File: src/rtl/core/marching_squares_tracer_assert.svh
// Assertion macros for the contour tracer, clocked on clk, quiet during rst.
`ifndef MARCHING_SQUARES_TRACER_ASSERT_SVH
`define MARCHING_SQUARES_TRACER_ASSERT_SVH

// Consequent must hold in the same cycle as the antecedent.
`define MST_ASSERT_SAME(label, ante, cons, msg) \
  label: assert property (@(posedge clk) disable iff (rst) (ante) |-> (cons)) \
    else $error(msg);

// Consequent must hold in the cycle after the antecedent.
`define MST_ASSERT_NEXT(label, ante, cons, msg) \
  label: assert property (@(posedge clk) disable iff (rst) (ante) |=> (cons)) \
    else $error(msg);

`endif

File: src/rtl/core/mst_pkg.sv
// Shared types, codes and lookup functions for the marching squares tracer.
package mst_pkg;

  localparam int COORD_BITS_DEFAULT = 16;
  localparam int IO_BITS            = 16;
  localparam int WIN_BITS           = 15;

  localparam logic [WIN_BITS-1:0] WIN_WIDTH_RESET  = 15'd640;
  localparam logic [WIN_BITS-1:0] WIN_HEIGHT_RESET = 15'd480;

  // Item function codes
  localparam logic FUNC_START  = 1'b0;
  localparam logic FUNC_SAMPLE = 1'b1;

  // Configuration register indexes
  localparam logic CFG_WIN_WIDTH  = 1'b0;
  localparam logic CFG_WIN_HEIGHT = 1'b1;

  // Corner masks: bit3 top-left, bit2 top-right, bit1 bottom-left, bit0 bottom-right
  localparam logic [3:0] CORNERS_TOP    = 4'hC;
  localparam logic [3:0] CORNERS_BOTTOM = 4'h3;
  localparam logic [3:0] CORNERS_LEFT   = 4'hA;
  localparam logic [3:0] CORNERS_RIGHT  = 4'h5;
  localparam logic [3:0] CORNERS_ALL    = 4'hF;
  localparam logic [3:0] CORNERS_NONE   = 4'h0;

  typedef enum logic [1:0] {
    DIR_UP = 2'd0,
    DIR_LT = 2'd1,
    DIR_DN = 2'd2,
    DIR_RT = 2'd3
  } dir_t;

  typedef enum logic [1:0] {
    EMIT_NONE   = 2'd0,
    EMIT_MOVE   = 2'd1,
    EMIT_LINE   = 2'd2,
    EMIT_CLOSED = 2'd3
  } emit_t;

  typedef struct packed {
    logic [3:0] known;
    logic [3:0] unknown;
    logic       hit;
    logic       went_in;
    logic       closed;
  } flags_t;

  typedef struct packed {
    emit_t               kind;
    logic [IO_BITS-1:0]  vertex_x;
    logic [IO_BITS-1:0]  vertex_y;
    logic [IO_BITS-1:0]  next_x;
    logic [IO_BITS-1:0]  next_y;
    logic [3:0]          need_mask;
    logic                entered_map;
  } result_t;

  // Walk direction for each corner pattern
  function automatic dir_t step_dir(input logic [3:0] corners);
    dir_t d;
    case (corners)
      4'd0:    d = DIR_RT;
      4'd1:    d = DIR_DN;
      4'd2:    d = DIR_LT;
      4'd3:    d = DIR_LT;
      4'd4:    d = DIR_RT;
      4'd5:    d = DIR_DN;
      4'd6:    d = DIR_LT;
      4'd7:    d = DIR_LT;
      4'd8:    d = DIR_UP;
      4'd9:    d = DIR_UP;
      4'd10:   d = DIR_UP;
      4'd11:   d = DIR_UP;
      4'd12:   d = DIR_RT;
      4'd13:   d = DIR_DN;
      4'd14:   d = DIR_RT;
      default: d = DIR_RT;
    endcase
    return d;
  endfunction

  // Corners shared with the neighbor square, moved to their place there
  function automatic logic [3:0] slide(input dir_t d, input logic [3:0] v);
    logic [3:0] r;
    case (d)
      DIR_UP:  r = (v & CORNERS_TOP) >> 2;
      DIR_DN:  r = (v & CORNERS_BOTTOM) << 2;
      DIR_LT:  r = (v & CORNERS_LEFT) >> 1;
      default: r = (v & CORNERS_RIGHT) << 1;
    endcase
    return r;
  endfunction

endpackage

File: src/rtl/core/mst_step.sv
// One tracing step: next trace state and result for one item.
module mst_step import mst_pkg::*; #(
  parameter int COORD_BITS = COORD_BITS_DEFAULT
) (
  input  logic                  func,
  input  logic [IO_BITS-1:0]    begin_x,
  input  logic [IO_BITS-1:0]    begin_y,
  input  logic [3:0]            corner_bits,
  input  logic [COORD_BITS-1:0] pos_x,
  input  logic [COORD_BITS-1:0] pos_y,
  input  logic [COORD_BITS-1:0] first_x,
  input  logic [COORD_BITS-1:0] first_y,
  input  flags_t                flags,
  input  logic [WIN_BITS-1:0]   map_width,
  input  logic [WIN_BITS-1:0]   map_height,
  output logic [COORD_BITS-1:0] pos_x_next,
  output logic [COORD_BITS-1:0] pos_y_next,
  output logic [COORD_BITS-1:0] first_x_next,
  output logic [COORD_BITS-1:0] first_y_next,
  output flags_t                flags_next,
  output result_t               result
);

  localparam int CmpBits = (COORD_BITS > WIN_BITS) ? COORD_BITS : WIN_BITS;

  logic [3:0]        corners;
  logic              on_boundary;
  logic              in_window;
  logic              went_in_new;
  logic              at_first;
  dir_t              dir;
  logic [IO_BITS-1:0] cur_x16;
  logic [IO_BITS-1:0] cur_y16;

  assign corners     = flags.known | (corner_bits & flags.unknown);
  assign on_boundary = flags.hit || (corners != CORNERS_NONE && corners != CORNERS_ALL);
  assign dir         = step_dir(corners);
  assign at_first    = (first_x == pos_x) && (first_y == pos_y);
  assign cur_x16     = IO_BITS'($signed(pos_x));
  assign cur_y16     = IO_BITS'($signed(pos_y));

  // Negative positions are never inside; an empty window never matches
  assign in_window = !pos_x[COORD_BITS-1] && !pos_y[COORD_BITS-1] &&
                     (CmpBits'(pos_x) < CmpBits'(map_width)) &&
                     (CmpBits'(pos_y) < CmpBits'(map_height));
  assign went_in_new = flags.went_in | (on_boundary & in_window);

  always_comb begin
    pos_x_next   = pos_x;
    pos_y_next   = pos_y;
    first_x_next = first_x;
    first_y_next = first_y;
    flags_next   = flags;
    result.kind        = EMIT_NONE;
    result.vertex_x    = '0;
    result.vertex_y    = '0;
    result.next_x      = cur_x16;
    result.next_y      = cur_y16;
    result.need_mask   = CORNERS_NONE;
    result.entered_map = flags.went_in;

    if (func == FUNC_START) begin
      pos_x_next         = COORD_BITS'($signed(begin_x));
      pos_y_next         = COORD_BITS'($signed(begin_y));
      flags_next.known   = CORNERS_NONE;
      flags_next.unknown = CORNERS_ALL;
      flags_next.hit     = 1'b0;
      flags_next.went_in = 1'b0;
      flags_next.closed  = 1'b0;
      result.next_x      = IO_BITS'($signed(pos_x_next));
      result.next_y      = IO_BITS'($signed(pos_y_next));
      result.need_mask   = CORNERS_ALL;
      result.entered_map = 1'b0;
    end else if (!flags.closed) begin
      flags_next.went_in = went_in_new;
      result.entered_map = went_in_new;
      if (on_boundary) begin
        result.vertex_x = cur_x16;
        result.vertex_y = cur_y16;
      end
      if (on_boundary && flags.hit && at_first) begin
        // back at the first vertex: contour done, position stays
        flags_next.closed = 1'b1;
        result.kind       = EMIT_CLOSED;
      end else begin
        if (on_boundary) begin
          flags_next.hit = 1'b1;
          if (!flags.hit) begin
            first_x_next = pos_x;
            first_y_next = pos_y;
            result.kind  = EMIT_MOVE;
          end else begin
            result.kind  = EMIT_LINE;
          end
        end
        case (dir)
          DIR_UP:  pos_y_next = pos_y - COORD_BITS'(1);
          DIR_DN:  pos_y_next = pos_y + COORD_BITS'(1);
          DIR_LT:  pos_x_next = pos_x - COORD_BITS'(1);
          default: pos_x_next = pos_x + COORD_BITS'(1);
        endcase
        flags_next.unknown = slide(dir, CORNERS_ALL) ^ CORNERS_ALL;
        flags_next.known   = slide(dir, corners);
        result.next_x      = IO_BITS'($signed(pos_x_next));
        result.next_y      = IO_BITS'($signed(pos_y_next));
        result.need_mask   = flags_next.unknown;
      end
    end
  end

endmodule

File: src/rtl/core/marching_squares_tracer.sv
// Throughput: one item per cycle while out_stall is not holding a result;
// the trace state feeds back through one step of combinational logic
// between the input register and the result register.
// Reset (rst, synchronous): window 640 x 480, position, hit and went_in cleared,
// all corners unknown, tracer idle (closed) until a start item arrives; both registers empty.
// Top level of the marching squares contour tracer.
`include "marching_squares_tracer_assert.svh"

module marching_squares_tracer import mst_pkg::*; #(
  parameter int COORD_BITS = COORD_BITS_DEFAULT
) (
  input  logic                       clk,
  input  logic                       rst,
  input  logic                       cfg_write,
  input  logic                       cfg_index,
  input  logic [WIN_BITS-1:0]        cfg_data,
  input  logic                       in_valid,
  output logic                       in_stall,
  input  logic                       func,
  input  logic signed [IO_BITS-1:0]  begin_x,
  input  logic signed [IO_BITS-1:0]  begin_y,
  input  logic [3:0]                 corner_bits,
  output logic                       out_valid,
  input  logic                       out_stall,
  output logic [1:0]                 emit_kind,
  output logic signed [IO_BITS-1:0] vertex_x,
  output logic signed [IO_BITS-1:0] vertex_y,
  output logic signed [IO_BITS-1:0] next_x,
  output logic signed [IO_BITS-1:0] next_y,
  output logic [3:0]                 need_mask,
  output logic                       entered_map
);

  logic [WIN_BITS-1:0] map_width;
  logic [WIN_BITS-1:0] map_height;

  // input register
  logic                s1_valid;
  logic                s1_func;
  logic [IO_BITS-1:0]  s1_begin_x;
  logic [IO_BITS-1:0]  s1_begin_y;
  logic [3:0]          s1_corner;

  // trace state
  logic [COORD_BITS-1:0] pos_x;
  logic [COORD_BITS-1:0] pos_y;
  logic [COORD_BITS-1:0] first_x;
  logic [COORD_BITS-1:0] first_y;
  flags_t                flags;
  logic [COORD_BITS-1:0] pos_x_next;
  logic [COORD_BITS-1:0] pos_y_next;
  logic [COORD_BITS-1:0] first_x_next;
  logic [COORD_BITS-1:0] first_y_next;
  flags_t                flags_next;

  result_t step_result;
  result_t out_q;

  logic in_fire;
  logic s1_fire;

  assign in_stall = s1_valid && out_valid && out_stall;
  assign in_fire  = in_valid && !in_stall;
  assign s1_fire  = s1_valid && !(out_valid && out_stall);

  always_ff @(posedge clk) begin
    if (rst) begin
      map_width  <= WIN_WIDTH_RESET;
      map_height <= WIN_HEIGHT_RESET;
    end else if (cfg_write) begin
      case (cfg_index)
        CFG_WIN_WIDTH:  map_width  <= cfg_data;
        CFG_WIN_HEIGHT: map_height <= cfg_data;
        default: ;
      endcase
    end
  end

  always_ff @(posedge clk) begin
    if (rst) begin
      s1_valid <= 1'b0;
    end else if (in_fire) begin
      s1_valid <= 1'b1;
    end else if (s1_fire) begin
      s1_valid <= 1'b0;
    end
  end

  always_ff @(posedge clk) begin
    if (in_fire) begin
      s1_func    <= func;
      s1_begin_x <= begin_x;
      s1_begin_y <= begin_y;
      s1_corner  <= corner_bits;
    end
  end

  mst_step #(
    .COORD_BITS(COORD_BITS)
  ) u_step (
    .func         (s1_func),
    .begin_x      (s1_begin_x),
    .begin_y      (s1_begin_y),
    .corner_bits  (s1_corner),
    .pos_x        (pos_x),
    .pos_y        (pos_y),
    .first_x      (first_x),
    .first_y      (first_y),
    .flags        (flags),
    .map_width    (map_width),
    .map_height   (map_height),
    .pos_x_next   (pos_x_next),
    .pos_y_next   (pos_y_next),
    .first_x_next (first_x_next),
    .first_y_next (first_y_next),
    .flags_next   (flags_next),
    .result       (step_result)
  );

  always_ff @(posedge clk) begin
    if (rst) begin
      pos_x         <= '0;
      pos_y         <= '0;
      first_x       <= '0;
      first_y       <= '0;
      flags.known   <= CORNERS_NONE;
      flags.unknown <= CORNERS_ALL;
      flags.hit     <= 1'b0;
      flags.went_in <= 1'b0;
      flags.closed  <= 1'b1;
    end else if (s1_fire) begin
      pos_x   <= pos_x_next;
      pos_y   <= pos_y_next;
      first_x <= first_x_next;
      first_y <= first_y_next;
      flags   <= flags_next;
    end
  end

  always_ff @(posedge clk) begin
    if (rst) begin
      out_valid <= 1'b0;
    end else if (s1_fire) begin
      out_valid <= 1'b1;
    end else if (!out_stall) begin
      out_valid <= 1'b0;
    end
  end

  always_ff @(posedge clk) begin
    if (s1_fire) begin
      out_q <= step_result;
    end
  end

  assign emit_kind   = out_q.kind;
  assign vertex_x    = out_q.vertex_x;
  assign vertex_y    = out_q.vertex_y;
  assign next_x      = out_q.next_x;
  assign next_y      = out_q.next_y;
  assign need_mask   = out_q.need_mask;
  assign entered_map = out_q.entered_map;

  `MST_ASSERT_SAME(a_closed_result_shape,
    out_valid && (out_q.kind == EMIT_CLOSED),
    (out_q.need_mask == CORNERS_NONE) && (out_q.vertex_x == out_q.next_x) &&
    (out_q.vertex_y == out_q.next_y),
    "closed result must stay in place with no corners needed")
  `MST_ASSERT_NEXT(a_close_goes_idle,
    s1_fire && (step_result.kind == EMIT_CLOSED),
    flags.closed,
    "tracer not idle after closing the contour")
  `MST_ASSERT_NEXT(a_start_arms_trace,
    s1_fire && (s1_func == FUNC_START),
    !flags.closed && !flags.hit && (flags.unknown == CORNERS_ALL),
    "start item did not arm a fresh trace")
  `MST_ASSERT_SAME(a_unknown_shape,
    1'b1,
    (flags.unknown == CORNERS_ALL) || ($countones(flags.unknown) == 2),
    "unknown corner mask must be all corners or one side")

endmodule

File: config.mk
export PLATFORM = sky130hd
export DESIGN_NAME = marching_squares_tracer
export DESIGN_NICKNAME = d
export VERILOG_FILES = /design/src/rtl/core/mst_pkg.sv /design/src/rtl/core/mst_step.sv /design/src/rtl/core/marching_squares_tracer.sv
export VERILOG_INCLUDE_DIRS = /design/src /design/src/rtl/core
export SDC_FILE = /design/constraint.sdc
export NUM_CORES = 1
export LEC_CHECK = 0
export ABC_AREA = 1
export BUFFER_PORTS_ARGS = -buffer_cell sky130_fd_sc_hd__buf_2
export CAP_MARGIN = 0
export CORE_AREA = 2 2 201 203
export CTS_CLUSTER_DIAMETER = 100
export DETAILED_ROUTE_END_ITERATION = 16
export DIE_AREA = 0 0 203 205
export PLACE_DENSITY = 0.52
export SLEW_MARGIN = 5
export SYNTH_ARGS = -nofsm -noshare
export SYNTH_HDL_FRONTEND = slang
export SYNTH_SLANG_ARGS = --single-unit
File: constraint.sdc
create_clock -name clk -period 5.3 [get_ports clk]
set_clock_uncertainty 0.1 [all_clocks]
set_input_delay 1.06 -clock clk [delete_from_list [all_inputs] [get_ports clk]]
set_output_delay 1.06 -clock clk [all_outputs]
set_load 0.05 [all_outputs]
==> results.yml <==
global_routing:
  gr-max-usage-layer: "met2"
  grt_pass1_wl_mm: 55.32
  grt_overflow: 0
  grt_util_met1: 0.2192
  grtUsageMet2: 0.2998
  antenna_found_initial: 0
  gr-usage-all-layers: 0.1722
  grt_max_degree: 58
  grt_use_met3: 0.02100
  grt_pass1_vias: 9800
clock_network:
  cts_resized: 0
  cts_buffers: 27
  clock-sinks: 215
  cts_tree: "done"
  clk_pin_slew_ns: 0.06
  post_cts_buffers: 0
  cts_root_buffer: "clkbuf_16"
  ctsHoldBuffers: 0
  cts.path.max_buffers: 3
  cts_max_level: 1
  clk_latency_ns: 0.55
placement:
  portBuffers: 130
  dpl_cell_area_um2: 12830
  gp_congestion: 0.8668
  dpl.hpwl_mm: 25.26
sta:
  report.final.slew_viol_count: 0
  setup_viol: 0
  setup-tns-final_ns: 0
  relSlewSlack: 0.3193
  tightest_slew_ns: 1.021
  period_share: 0.7620
  final-hold-violation-count: 0
  max_freq_ghz: 0.2476
  rsz0062_at_grt: "no"
  period_minus_slack_ns: 4.039
cells_and_area:
  stdcell_area_um2: 13610
  final_net_count: 1779
  antenna_cells: 0
  area_growth_pct: 16.07
  multi_input_area_um2: 5298
  fillerInstances: 4113
  layout-drive-gt1-share: 0.1216
  seqCellArea_um2: 5385
status:
  status: "finished, final reports clean"
logic_synthesis:
  syn_area_per_cell_um2: 7.592
  async_reset_ff_frac: 0
  synth_nets: 1664
  yosysUniqueCellTypes: 40
  synth_enable_flop_cells: 108
  netlist_area_um2: 11720
  synth_flop_cell: "edfxtp_1"
  ys_seq_area_frac: 0.4594
  netlist_instances: 1544
  synth_seq_cells: 215
  synth_warnings: 0
setup_path:
  rrSetupSlack_ns: 1.26
  worstSetupStartpointType: "register"
  critPathArrivalTime_ns: 4.23
  crit_type: "reg2reg"
  cp.required_ns: 5.49
  critPathCaptureType: "register"
  cp_max_fo: 15
routing:
  drt_iter0_drc: 575
  first_pass_iters: 7
  routed_wl_mm: 35.79
  drc: 0
  viasPerCell: 4.635
  antenna_left: 0
  num_vias: 10210
  wire_per_inst_um: 16.25
pwr:
  ir_worst_vdd_mv: 0.1964
  power_mw: 4.582
  leakage_nw: 6.256
  power.density_nw_per_um2: 336.8
die:
  die_h_um: 205
  fp.coreArea_um2: 39370
  initial_core_util: 0.2978
  top_level_ports: 131
  num_rows: 73
  die-width_um: 203
  die_area_um2: 41620
run:
  drv_cap: 0
worst_hold_path:
  hp-class: "reg2reg"
-- metal layers --
layer  up-vias  share of wire
li1       5233              -
met1      4685           0.45
met2       222           0.48
met3        70          0.039
met4         0          0.032
met5         -              0
-- power breakdown --
| group | total (mW) | leakage, nW | switching [mW] | internal, mW |
|---|---|---|---|---|
| combinational | 1.03 | 3.98 | 0.715 | 0.310 |
| clock | 1.66 | 0.370 | 0.725 | 0.932 |
| sequential | 1.90 | 1.91 | 0.0602 | 1.84 |
-- layout make-up --
class | instances | area share
repair buffers | 143 | 0.05499
flip-flops and latches | 215 | 0.3958
clock buffers | 35 | 0.05186
well taps | 525 | 0.04828
clock inverters | 13 | 0.005149
inverters | 198 | 0.05462
multi-input cells | 1074 | 0.3893
-- path summary, 6_finish.rpt --
check / cells after the start / end / start
max reg2reg: 18 / next_y[10] / s1_corner[3]
max: 18 / next_y[10] / s1_corner[3]
min reg2reg: 2 / map_height[0] / map_height[0]
min: 2 / map_height[0] / map_height[0]
-- critical path: stages, from the launching register on --
cell,delay [ns]
edfxtp_1,0.36
a21o_1,0.23
o21ai_0,0.48
inv_1,0.14
ha_1,0.41
inv_1,0.56
ha_1,0.40
a21oi_1,0.16
nand2_1,0.11
nand2_1,0.10
nand2_1,0.11
nand2_1,0.10
nand3_1,0.07
nand2_1,0.13
nand2_1,0.07
nand2_1,0.09
inv_1,0.04
nand2_1,0.05
nand3_1,0.06
-- synth_stat cells, types with 2 or more instances --
cell      count  area, µm²
nand2_1     437       1640
inv_1       184      690.7
nor2_1      171      641.9
nand3_1     121      605.6
edfxtp_1    108       3243
dfxtp_1     107       2142
o21ai_0     104      520.5
a21oi_1      97      485.5
ha_1         60      750.7
clkbuf_1     33      123.9
xnor2_1      15      131.4
inv_2        13      48.80
buf_2        11      55.05
nand3b_1     11      82.58
nor3_1        8      40.04
a211oi_1      6      45.04
o211ai_1      6      45.04
o21ai_1       6      30.03
nand4_1       5      31.28
xor2_1        5      43.79
buf_4         4      30.03
and2_1        3      18.77
buf_1         3      11.26
buf_6         3      33.78
nor2_2        3      18.77
a21o_1        2      15.01
a31oi_1       2      12.51
buf_8         2      30.03
fa_1          2      40.04
o22ai_1       2      12.51
-- cells by family (layout without fill, tap and decap cells) --
kind of cell,count (synthesis),after routing,synth area share
AND/OR/NAND/NOR,765,765,0.2680
AO/OA/AOI/OAI,227,227,0.1009
adder cells (fa/ha/maj),62,62,0.06746
XOR/XNOR,20,20,0.01494
flip-flops,215,215,0.4594
buffers and inverters,255,389,0.08934
-- metrics by stage --
step,std cells,setup WS [ns],hold slack (ns),util
3_5_place_dp,2155,1.226,0.3434,0.3259
2_1_floorplan,1544,0.7924,0.3244,-
6_report,2203,1.261,0.3543,0.3456
5_1_grt,2203,0.8770,0.3790,0.3456
3_3_place_gp,2155,1.329,0.3418,0.3259
4_1_cts,2203,1.217,0.3514,0.3456
-- sequential cells by signal (all words and copies together), names as in the netlist --
signal and flops:
first_x 16, first_y 16, next_x 16, next_y 16
pos_x 16, pos_y 16, s1_begin_x 16, s1_begin_y 16
vertex_x 16, vertex_y 16, map_height 15, map_width 15
flags 11, need_mask 4, s1_corner 4, emit_kind 2
entered_map 1, out_valid 1, s1_func 1, s1_valid 1
-- layout by cell type, fill, tap and decap left out, types with 3 or more instances in the layout --
cell type   instances
clkinv_1            6
o211ai_1            6
nor2_2              3
clkinvlp_4          3
clkinv_2            4
buf_2             130
clkbuf_16          27
ha_1               60
o21ai_1             6
nor3_1              8
nand3_1           121
inv_2              15
o21ai_0           104
a211oi_1            6
edfxtp_1          108
nand3b_1           11
xor2_1              5
a21oi_1            97
nor2_1            170
and2_1              3
nand2_1           437
dfxtp_1           107
xnor2_1            15
nand4_1             5
inv_1             182
buf_4              13
clkbuf_1            8
Power figures use the tool's default switching activity.
